[src/rckf_pkg.sv]
// shared types and constants of the run-length color key filter
// no dependencies
package rckf_pkg;

    localparam logic [15:0] KEY_COLOR    = 16'h7c00;
    localparam logic [15:0] FILL_COLOR   = 16'hf81f;
    localparam logic [7:0]  SKIP_COMMAND = 8'd255;

    localparam int QUEUE_AW    = 3;
    localparam int QUEUE_DEPTH = 1 << QUEUE_AW;

    localparam logic [0:0] REG_FRAME_WIDTH  = 1'b0;
    localparam logic [0:0] REG_FRAME_HEIGHT = 1'b1;

    localparam logic [2:0] ERR_NONE        = 3'd0;
    localparam logic [2:0] ERR_TRAILING    = 3'd1;
    localparam logic [2:0] ERR_SKIP_TRUNC  = 3'd2;
    localparam logic [2:0] ERR_SKIP_OVER   = 3'd3;
    localparam logic [2:0] ERR_LIT_OVER    = 3'd4;
    localparam logic [2:0] ERR_LIT_TRUNC   = 3'd5;

    typedef enum logic [3:0] {
        PH_CMD  = 4'b0001,
        PH_SKIP = 4'b0010,
        PH_LOW  = 4'b0100,
        PH_HIGH = 4'b1000
    } t_phase;

    typedef struct packed {
        logic [7:0] stream_byte;
        logic       stream_last;
    } t_in_word;

    typedef struct packed {
        logic [7:0]  out_byte;
        logic        byte_present;
        logic        run_last;
        logic        stream_done;
        logic [31:0] red_pixel_count;
        logic [2:0]  fault_code;
    } t_out_word;

endpackage

[src/rle_color_key_filter_unit.sv]
// top level of the run-length color key filter: parser, frame registers, result queue
// depends on rckf_pkg
//
// Takes one stream byte per cycle while ready and produces up to three result words for it
// (a literal high byte gives two, the last byte adds a status word). Results go out one per
// cycle, unless the output is stalled, from an eight-entry result queue; the input is ready
// whenever at least three queue entries are free, so the sustained byte rate is set by the
// output side. The input is held off in the cycle after each register write while the frame
// pixel count is recomputed.
module rle_color_key_filter_unit (
    input  logic                i_clk,
    input  logic                i_rst_n,
    input  logic                i_in_valid,
    output logic                o_in_ready,
    input  rckf_pkg::t_in_word  i_in_word,
    output logic                o_out_valid,
    input  logic                i_out_ready,
    output rckf_pkg::t_out_word o_out_word,
    input  logic                i_cfg_we,
    input  logic [0:0]          i_cfg_index,
    input  logic [15:0]         i_cfg_data
);

    localparam int AW = rckf_pkg::QUEUE_AW;

    logic [15:0] r_width;
    logic [15:0] r_height;
    logic [31:0] r_pixels;
    logic        r_cfg_hold;

    rckf_pkg::t_phase r_phase, n_phase;
    logic [31:0] r_cursor, n_cursor;
    logic [7:0]  r_words, n_words;
    logic [7:0]  r_held, n_held;
    logic [31:0] r_hits, n_hits;
    logic [2:0]  r_fault, n_fault;

    rckf_pkg::t_out_word r_queue [rckf_pkg::QUEUE_DEPTH];
    logic [AW-1:0] r_wr, r_rd;
    logic [AW:0]   r_count, n_count;

    rckf_pkg::t_out_word res [3];
    logic [1:0]  res_n;
    logic [7:0]  byte_v [2];
    logic [1:0]  byte_n;
    logic [31:0] remaining;
    logic        byte_over;
    logic [15:0] word;
    logic        accept;
    logic        pop;
    logic [1:0]  push;

    assign accept     = i_in_valid && o_in_ready;
    assign pop        = o_out_valid && i_out_ready;
    assign push       = accept ? res_n : 2'd0;
    assign o_in_ready = (r_count <= (AW+1)'(rckf_pkg::QUEUE_DEPTH - 3)) && !r_cfg_hold;
    assign o_out_valid = r_count != '0;
    assign o_out_word  = r_queue[r_rd];

    assign remaining = (r_cursor < r_pixels) ? r_pixels - r_cursor : 32'd0;
    assign byte_over = {24'd0, i_in_word.stream_byte} > remaining;
    assign word      = {i_in_word.stream_byte, r_held};

    // frame registers and pixel count
    always_ff @(posedge i_clk) begin
        if (!i_rst_n) begin
            r_width    <= 16'd1;
            r_height   <= 16'd1;
            r_pixels   <= 32'd1;
            r_cfg_hold <= 1'b0;
        end else begin
            if (i_cfg_we) begin
                case (i_cfg_index)
                    rckf_pkg::REG_FRAME_WIDTH:  r_width  <= i_cfg_data;
                    rckf_pkg::REG_FRAME_HEIGHT: r_height <= i_cfg_data;
                    default: ;
                endcase
            end
            r_pixels   <= 32'(r_width) * 32'(r_height);
            r_cfg_hold <= i_cfg_we;
        end
    end

    // parser next state and results of the current word
    always_comb begin
        n_phase  = r_phase;
        n_cursor = r_cursor;
        n_words  = r_words;
        n_held   = r_held;
        n_hits   = r_hits;
        n_fault  = r_fault;
        byte_v[0] = 8'd0;
        byte_v[1] = 8'd0;
        byte_n    = 2'd0;
        res[0]    = '0;
        res[1]    = '0;
        res[2]    = '0;
        res_n     = 2'd0;

        if (r_fault == rckf_pkg::ERR_NONE) begin
            case (r_phase)
                rckf_pkg::PH_CMD: begin
                    if (remaining == 32'd0) begin
                        n_fault = rckf_pkg::ERR_TRAILING;
                    end else if (i_in_word.stream_byte == rckf_pkg::SKIP_COMMAND) begin
                        n_phase   = rckf_pkg::PH_SKIP;
                        byte_v[0] = i_in_word.stream_byte;
                        byte_n    = 2'd1;
                    end else if (byte_over) begin
                        n_fault = rckf_pkg::ERR_LIT_OVER;
                    end else begin
                        byte_v[0] = i_in_word.stream_byte;
                        byte_n    = 2'd1;
                        if (i_in_word.stream_byte != 8'd0) begin
                            n_words = i_in_word.stream_byte;
                            n_phase = rckf_pkg::PH_LOW;
                        end
                    end
                end
                rckf_pkg::PH_SKIP: begin
                    if (byte_over) begin
                        n_fault = rckf_pkg::ERR_SKIP_OVER;
                    end else begin
                        n_cursor  = r_cursor + {24'd0, i_in_word.stream_byte};
                        n_phase   = rckf_pkg::PH_CMD;
                        byte_v[0] = i_in_word.stream_byte;
                        byte_n    = 2'd1;
                    end
                end
                rckf_pkg::PH_LOW: begin
                    n_held  = i_in_word.stream_byte;
                    n_phase = rckf_pkg::PH_HIGH;
                end
                rckf_pkg::PH_HIGH: begin
                    if (word == rckf_pkg::KEY_COLOR) begin
                        n_hits    = r_hits + 32'd1;
                        byte_v[0] = word[7:0];
                        byte_v[1] = word[15:8];
                    end else begin
                        byte_v[0] = rckf_pkg::FILL_COLOR[7:0];
                        byte_v[1] = rckf_pkg::FILL_COLOR[15:8];
                    end
                    byte_n   = 2'd2;
                    n_cursor = r_cursor + 32'd1;
                    n_words  = r_words - 8'd1;
                    n_phase  = (n_words == 8'd0) ? rckf_pkg::PH_CMD : rckf_pkg::PH_LOW;
                end
                default: begin
                    n_phase = rckf_pkg::PH_CMD;
                end
            endcase
        end

        for (int k = 0; k < 2; k++) begin
            res[k].out_byte        = byte_v[k];
            res[k].byte_present    = 2'(k) < byte_n;
            res[k].red_pixel_count = n_hits;
            res[k].fault_code      = n_fault;
        end
        res_n = byte_n;

        if (i_in_word.stream_last && n_fault == rckf_pkg::ERR_NONE) begin
            if (n_phase == rckf_pkg::PH_SKIP) begin
                n_fault = rckf_pkg::ERR_SKIP_TRUNC;
            end else if (n_phase == rckf_pkg::PH_LOW || n_phase == rckf_pkg::PH_HIGH) begin
                n_fault = rckf_pkg::ERR_LIT_TRUNC;
            end
        end

        if (i_in_word.stream_last) begin
            res[byte_n]                 = '0;
            res[byte_n].stream_done     = 1'b1;
            res[byte_n].red_pixel_count = n_hits;
            res[byte_n].fault_code      = n_fault;
            res_n    = byte_n + 2'd1;
            n_phase  = rckf_pkg::PH_CMD;
            n_cursor = 32'd0;
            n_words  = 8'd0;
            n_held   = 8'd0;
            n_hits   = 32'd0;
            n_fault  = rckf_pkg::ERR_NONE;
        end

        for (int k = 0; k < 3; k++) begin
            if (res_n != 2'd0 && 2'(k) == res_n - 2'd1) begin
                res[k].run_last = 1'b1;
            end
        end

        n_count = r_count + (AW+1)'(push) - (AW+1)'(pop);
    end

    // parser state and queue pointers
    always_ff @(posedge i_clk) begin
        if (!i_rst_n) begin
            r_phase  <= rckf_pkg::PH_CMD;
            r_cursor <= 32'd0;
            r_words  <= 8'd0;
            r_held   <= 8'd0;
            r_hits   <= 32'd0;
            r_fault  <= rckf_pkg::ERR_NONE;
            r_wr     <= '0;
            r_rd     <= '0;
            r_count  <= '0;
        end else begin
            if (accept) begin
                r_phase  <= n_phase;
                r_cursor <= n_cursor;
                r_words  <= n_words;
                r_held   <= n_held;
                r_hits   <= n_hits;
                r_fault  <= n_fault;
            end
            r_wr    <= r_wr + AW'(push);
            r_rd    <= r_rd + AW'(pop);
            r_count <= n_count;
        end
    end

    // result queue storage
    always_ff @(posedge i_clk) begin
        for (int k = 0; k < 3; k++) begin
            if (accept && 2'(k) < res_n) begin
                r_queue[r_wr + AW'(k)] <= res[k];
            end
        end
    end

endmodule

[config.mk]
export PLATFORM = sky130hd
export DESIGN_NAME = rle_color_key_filter_unit
export DESIGN_NICKNAME = d
export VERILOG_FILES = /design/src/rckf_pkg.sv /design/src/rle_color_key_filter_unit.sv
export SDC_FILE = /design/constraint.sdc
export NUM_CORES = 2
export LEC_CHECK = 0
export ABC_AREA = 1
export BUFFER_PORTS_ARGS = -buffer_cell sky130_fd_sc_hd__buf_2
export CAP_MARGIN = 25
export CORE_UTILIZATION = 30
export DETAILED_ROUTE_END_ITERATION = 16
export HOLD_SLACK_MARGIN = 0.03
export PLACE_DENSITY = 0.51
export SYNTH_ARGS = -nofsm -noshare
export SYNTH_HDL_FRONTEND = slang
export SYNTH_SLANG_ARGS = --single-unit
export TNS_END_PERCENT = 30
[constraint.sdc]
create_clock -name i_clk -period 5.4 [get_ports i_clk]
set_input_delay 0 -clock i_clk [delete_from_list [all_inputs] [get_ports i_clk]]
set_output_delay 0 -clock i_clk [all_outputs]
set_load 0.01 [all_outputs]
==> impl_metrics.csv <==
group,metric,value,unit
synth,synth_top_area_frac,0.296,
cells_and_area,multi_input_area,19900,µm²
critical_path,r2r_start,"r_width[6]",
synth,synth_edf_count,368,
critical_path,path_buf_inv,7,
global_route,busiest_layer,"met2",
critical_path,critPathSlowestCell,"fa_1",
global_route,gr-usage-met2,0.326,
synth,syn_inst,4704,
global_route,grt_use_met1,0.234,
timing,setup_tns,0,ns
route,wl_per_cell,17.5,µm
place,dpl.cell_count,6509,
route,drtPass1Iterations,12,
cells_and_area,final_cells,6693,
route,drc,2,
global_route,overflow,0,
cells_and_area,area_growth,21.3,%
synth,synth_ff_type,"edfxtp_1",
critical_path,cpPeakStageDelay,0.58,ns
cts,clk_path_buf_depth,3,
timing,hold_violations,0,
pwr,p_leak,20.2,nW
critical_path,arrival,5.90,ns
global_route,grt_first_pass_wirelength,181000,µm
die,die-area,126000,µm²
pwr,power.share.sequential,0.301,
die,coreArea,123000,µm²
pwr,p_switching,6.96,mW
synth,avgSynthCellArea,7.93,µm²
cts,cts-htree-levels,3,
critical_path,criticalPathCategory,"flop to flop",
die,pin_count,79,
min_path,worstHoldStart,"i_cfg_data[0]",
cells_and_area,drive_above_1_share,0.153,
pwr,p_total,17.1,mW
status,status,"finished, violations left",
synth,synth_area,37300,µm²
route,viasPerCell,4.76,
place,gp_congestion,0.902,
pwr,p_int,10.2,mW
timing,slew_headroom,0.319,
cells_and_area,antenna_cells,0,
pwr,p_per_area,379,nW/µm²
critical_path,r2r_cells,21,
synth,yosysTopAreaCell,"edfxtp_1",
critical_path,crit_cells,21,
critical_path,r2r_end,"r_pixels[27]",
job,maxCapViolCount,0,
timing,finalCriticalPeriod,5.37,ns
route,drt-initial-drc-count,2185,
route,wl,117000,µm
cells_and_area,regArea,14400,µm²
die,die_w,355,µm
timing,worstMarginPinSlew,1.02,ns
synth,synth_area_leaders,"edfxtp_1, fa_1, nand2_1",
critical_path,start_kind,"flop",
min_path,hold_class,"input port to flop",
cts,clock_latency,0.65,ns
global_route,grt_use_total,0.184,
synth,synthesis.nets,5102,
cells_and_area,fin_nets,5405,
synth,yosysUniqueCellTypes,64,
critical_path,cp_common_cell,"fa_1",
timing,skew,0.0381,ns
cts,cts-root-buf,"clkbuf_16",
cts,clk_pin_slew,0.05,ns
min_path,min_path_cells,4,
place,dp_hpwl,83500,µm
timing,rsz0062_at_grt,"true",
global_route,grt_antenna_before_repair,0,
pwr,swShare,0.406,
critical_path,critPathMaxFanout,10,
cells_and_area,utilization,0.366,
pwr,vdd_drop_max,0.249,mV
status,violations,"design-rule violations",
synth,ys_seq_area_frac,0.383,
critical_path,cp_top_family,"adder cells",
critical_path,r2r_slack,0.03,ns
timing,fmax,186,MHz
global_route,grt_max_degree,105,
die,start_util,0.302,
min_path,holdPathEnd,"r_height[0]",
cts,cts_tree,"done",
critical_path,crit_chain,"buf_8, buf_12, nand2_1, inv_1, fa_1, inv_1, fa_1, fa_1, fa_1, fa_1, inv_1, fa_1, ha_1, buf_4, nand2_2, o21ai_1, a21oi_2, o221ai_4, buf_4, a21oi_1, o21a_1",
die,rows,129,
synth,yosys_warnings,0,
place,portBuffers,78,
cells_and_area,fill_cells,12849,
synth,synthArstFlopShare,0,
timing,final.period_utilization,0.994,
route,ant_nets,0,
timing,finalSetupViolCount,0,
critical_path,required,5.93,ns
cts,clock_sinks,530,
cts,cts_buffers,66,
global_route,use_met3,0.0196,
die,die-height,355,µm
timing,slew_violations,0,
pwr,p_comb_frac,0.440,
pwr,clock_power_share,0.259,
critical_path,end_kind,"flop",
route,vias,31847,
global_route,grt_pass1_vias,31639,
synth,ys_ff_latch,530,
## timing repair
item | in CTS | in global routing
hold buffers | 30 | 0
endpoints found under the setup margin | 264 | 753
cloned | 0 | 8
setup buffers | 11 | 19
hold endpoints to repair | 87 | 0
pin swaps | 16 | 66
resized for setup | 58 | 195
## layout by cell type, fill, tap and decap left out, types with 32 or more instances in the layout
| cell | netlist | layout |
|---|---|---|
| o21ai_0 | 313 | 297 |
| a31oi_1 | 56 | 54 |
| fa_1 | 198 | 192 |
| nor2_1 | 849 | 827 |
| buf_4 | 3 | 266 |
| a21oi_1 | 161 | 139 |
| nor3_1 | 53 | 51 |
| buf_12 | 0 | 35 |
| xor2_1 | 37 | 37 |
| ha_1 | 169 | 147 |
| buf_2 | 2 | 79 |
| nand3_1 | 170 | 167 |
| inv_2 | 13 | 32 |
| inv_1 | 741 | 717 |
| edfxtp_1 | 368 | 368 |
| nand2_1 | 903 | 876 |
| o22ai_1 | 61 | 61 |
| dfxtp_1 | 162 | 133 |
| o21a_1 | 40 | 40 |
| clkbuf_16 | 0 | 72 |
## metal layers
metal | wire (µm) | share of wire
met5 | 0 | 0
met4 | 3270 | 0.028
met3 | 5240 | 0.045
met2 | 57800 | 0.49
met1 | 50600 | 0.43
## cell families after synthesis
group,Yosys count,synth area share
AOI/OAI and AO/OA,693,0.104
xor gates and xnor gates,50,0.0121
adders and majority gates,367,0.163
buffers and inverters,967,0.103
DFF,530,0.383
muxes,1,0.000268
and+or+nand+nor,2096,0.234
## registers in the layout, indices dropped and copies added, names as in the netlist
signal      cells
r_width        16
r_count         4
r_rd            3
r_height       16
r_wr            3
r_hits         32
r_phase         4
r_queue       368
r_pixels       32
r_held          8
r_fault         3
r_cursor       32
r_words         8
r_cfg_hold      1
## power by group through the flow
stage                     clock network (mW)  logic [mW]  registers, mW
after floorplan                            0        4.69           5.11
after global placement                     0        7.04           5.22
after detailed placement                   0        7.08           5.23
after CTS                               4.56        7.19           5.15
after global routing                    4.71        8.48           5.19
final                                   4.44        7.53           5.15
## through the flow
step	cell area [µm²]	hold slack, ns	setup WS [ns]
floorplan	37300	0.0935	-0.434
global placement	41400	0.225	-0.378
detailed placement	41400	0.235	-0.404
CTS	44200	0.114	-0.0461
global route	45200	0.160	-0.228
finish	45200	0.148	0.0301
## synthesized netlist by cell type (8+ instances only)
library cell,n
a21oi_1,161
nand2_2,10
nand2_4,13
nor3_1,53
dfxtp_1,162
nand4_1,30
inv_2,13
nor2_4,10
o21ai_0,313
a211oi_1,19
o21a_1,40
a31oi_1,56
nor2_1,849
nor4_1,12
xor2_1,37
buf_1,10
clkbuf_1,168
nand4_4,8
buf_6,26
nor2_2,12
nand3_1,170
inv_1,741
o22ai_1,61
a22oi_1,9
edfxtp_1,368
ha_1,169
nand2_1,903
fa_1,198
xnor2_1,11
## how the worst max path moves through the flow
| stage | startpoint | endpoint |
|---|---|---|
| after CTS | r_height[1] | r_pixels[31] |
| after floorplan | r_cursor[11] | r_queue[4][0] |
| after detailed placement | r_width[8] | r_pixels[31] |
| final | r_width[6] | r_pixels[27] |
| after global routing | r_height[1] | r_pixels[23] |
| after global placement | r_width[7] | r_pixels[28] |
## layout make-up
type | instances | area share
inverter | 758 | 0.0632
tap | 1637 | 0.0453
multi-input combinational | 3208 | 0.441
sequential | 530 | 0.318
clock inverter | 37 | 0.00885
timing repair buffer | 443 | 0.0856
clock buffer | 80 | 0.0388
## tightest hold or removal path, delay by kind of cell
family	cells	cell delay, ns
buffers and inverters	2	0.63
AND/OR/NAND/NOR	2	0.11
Power figures use the tool's default switching activity.
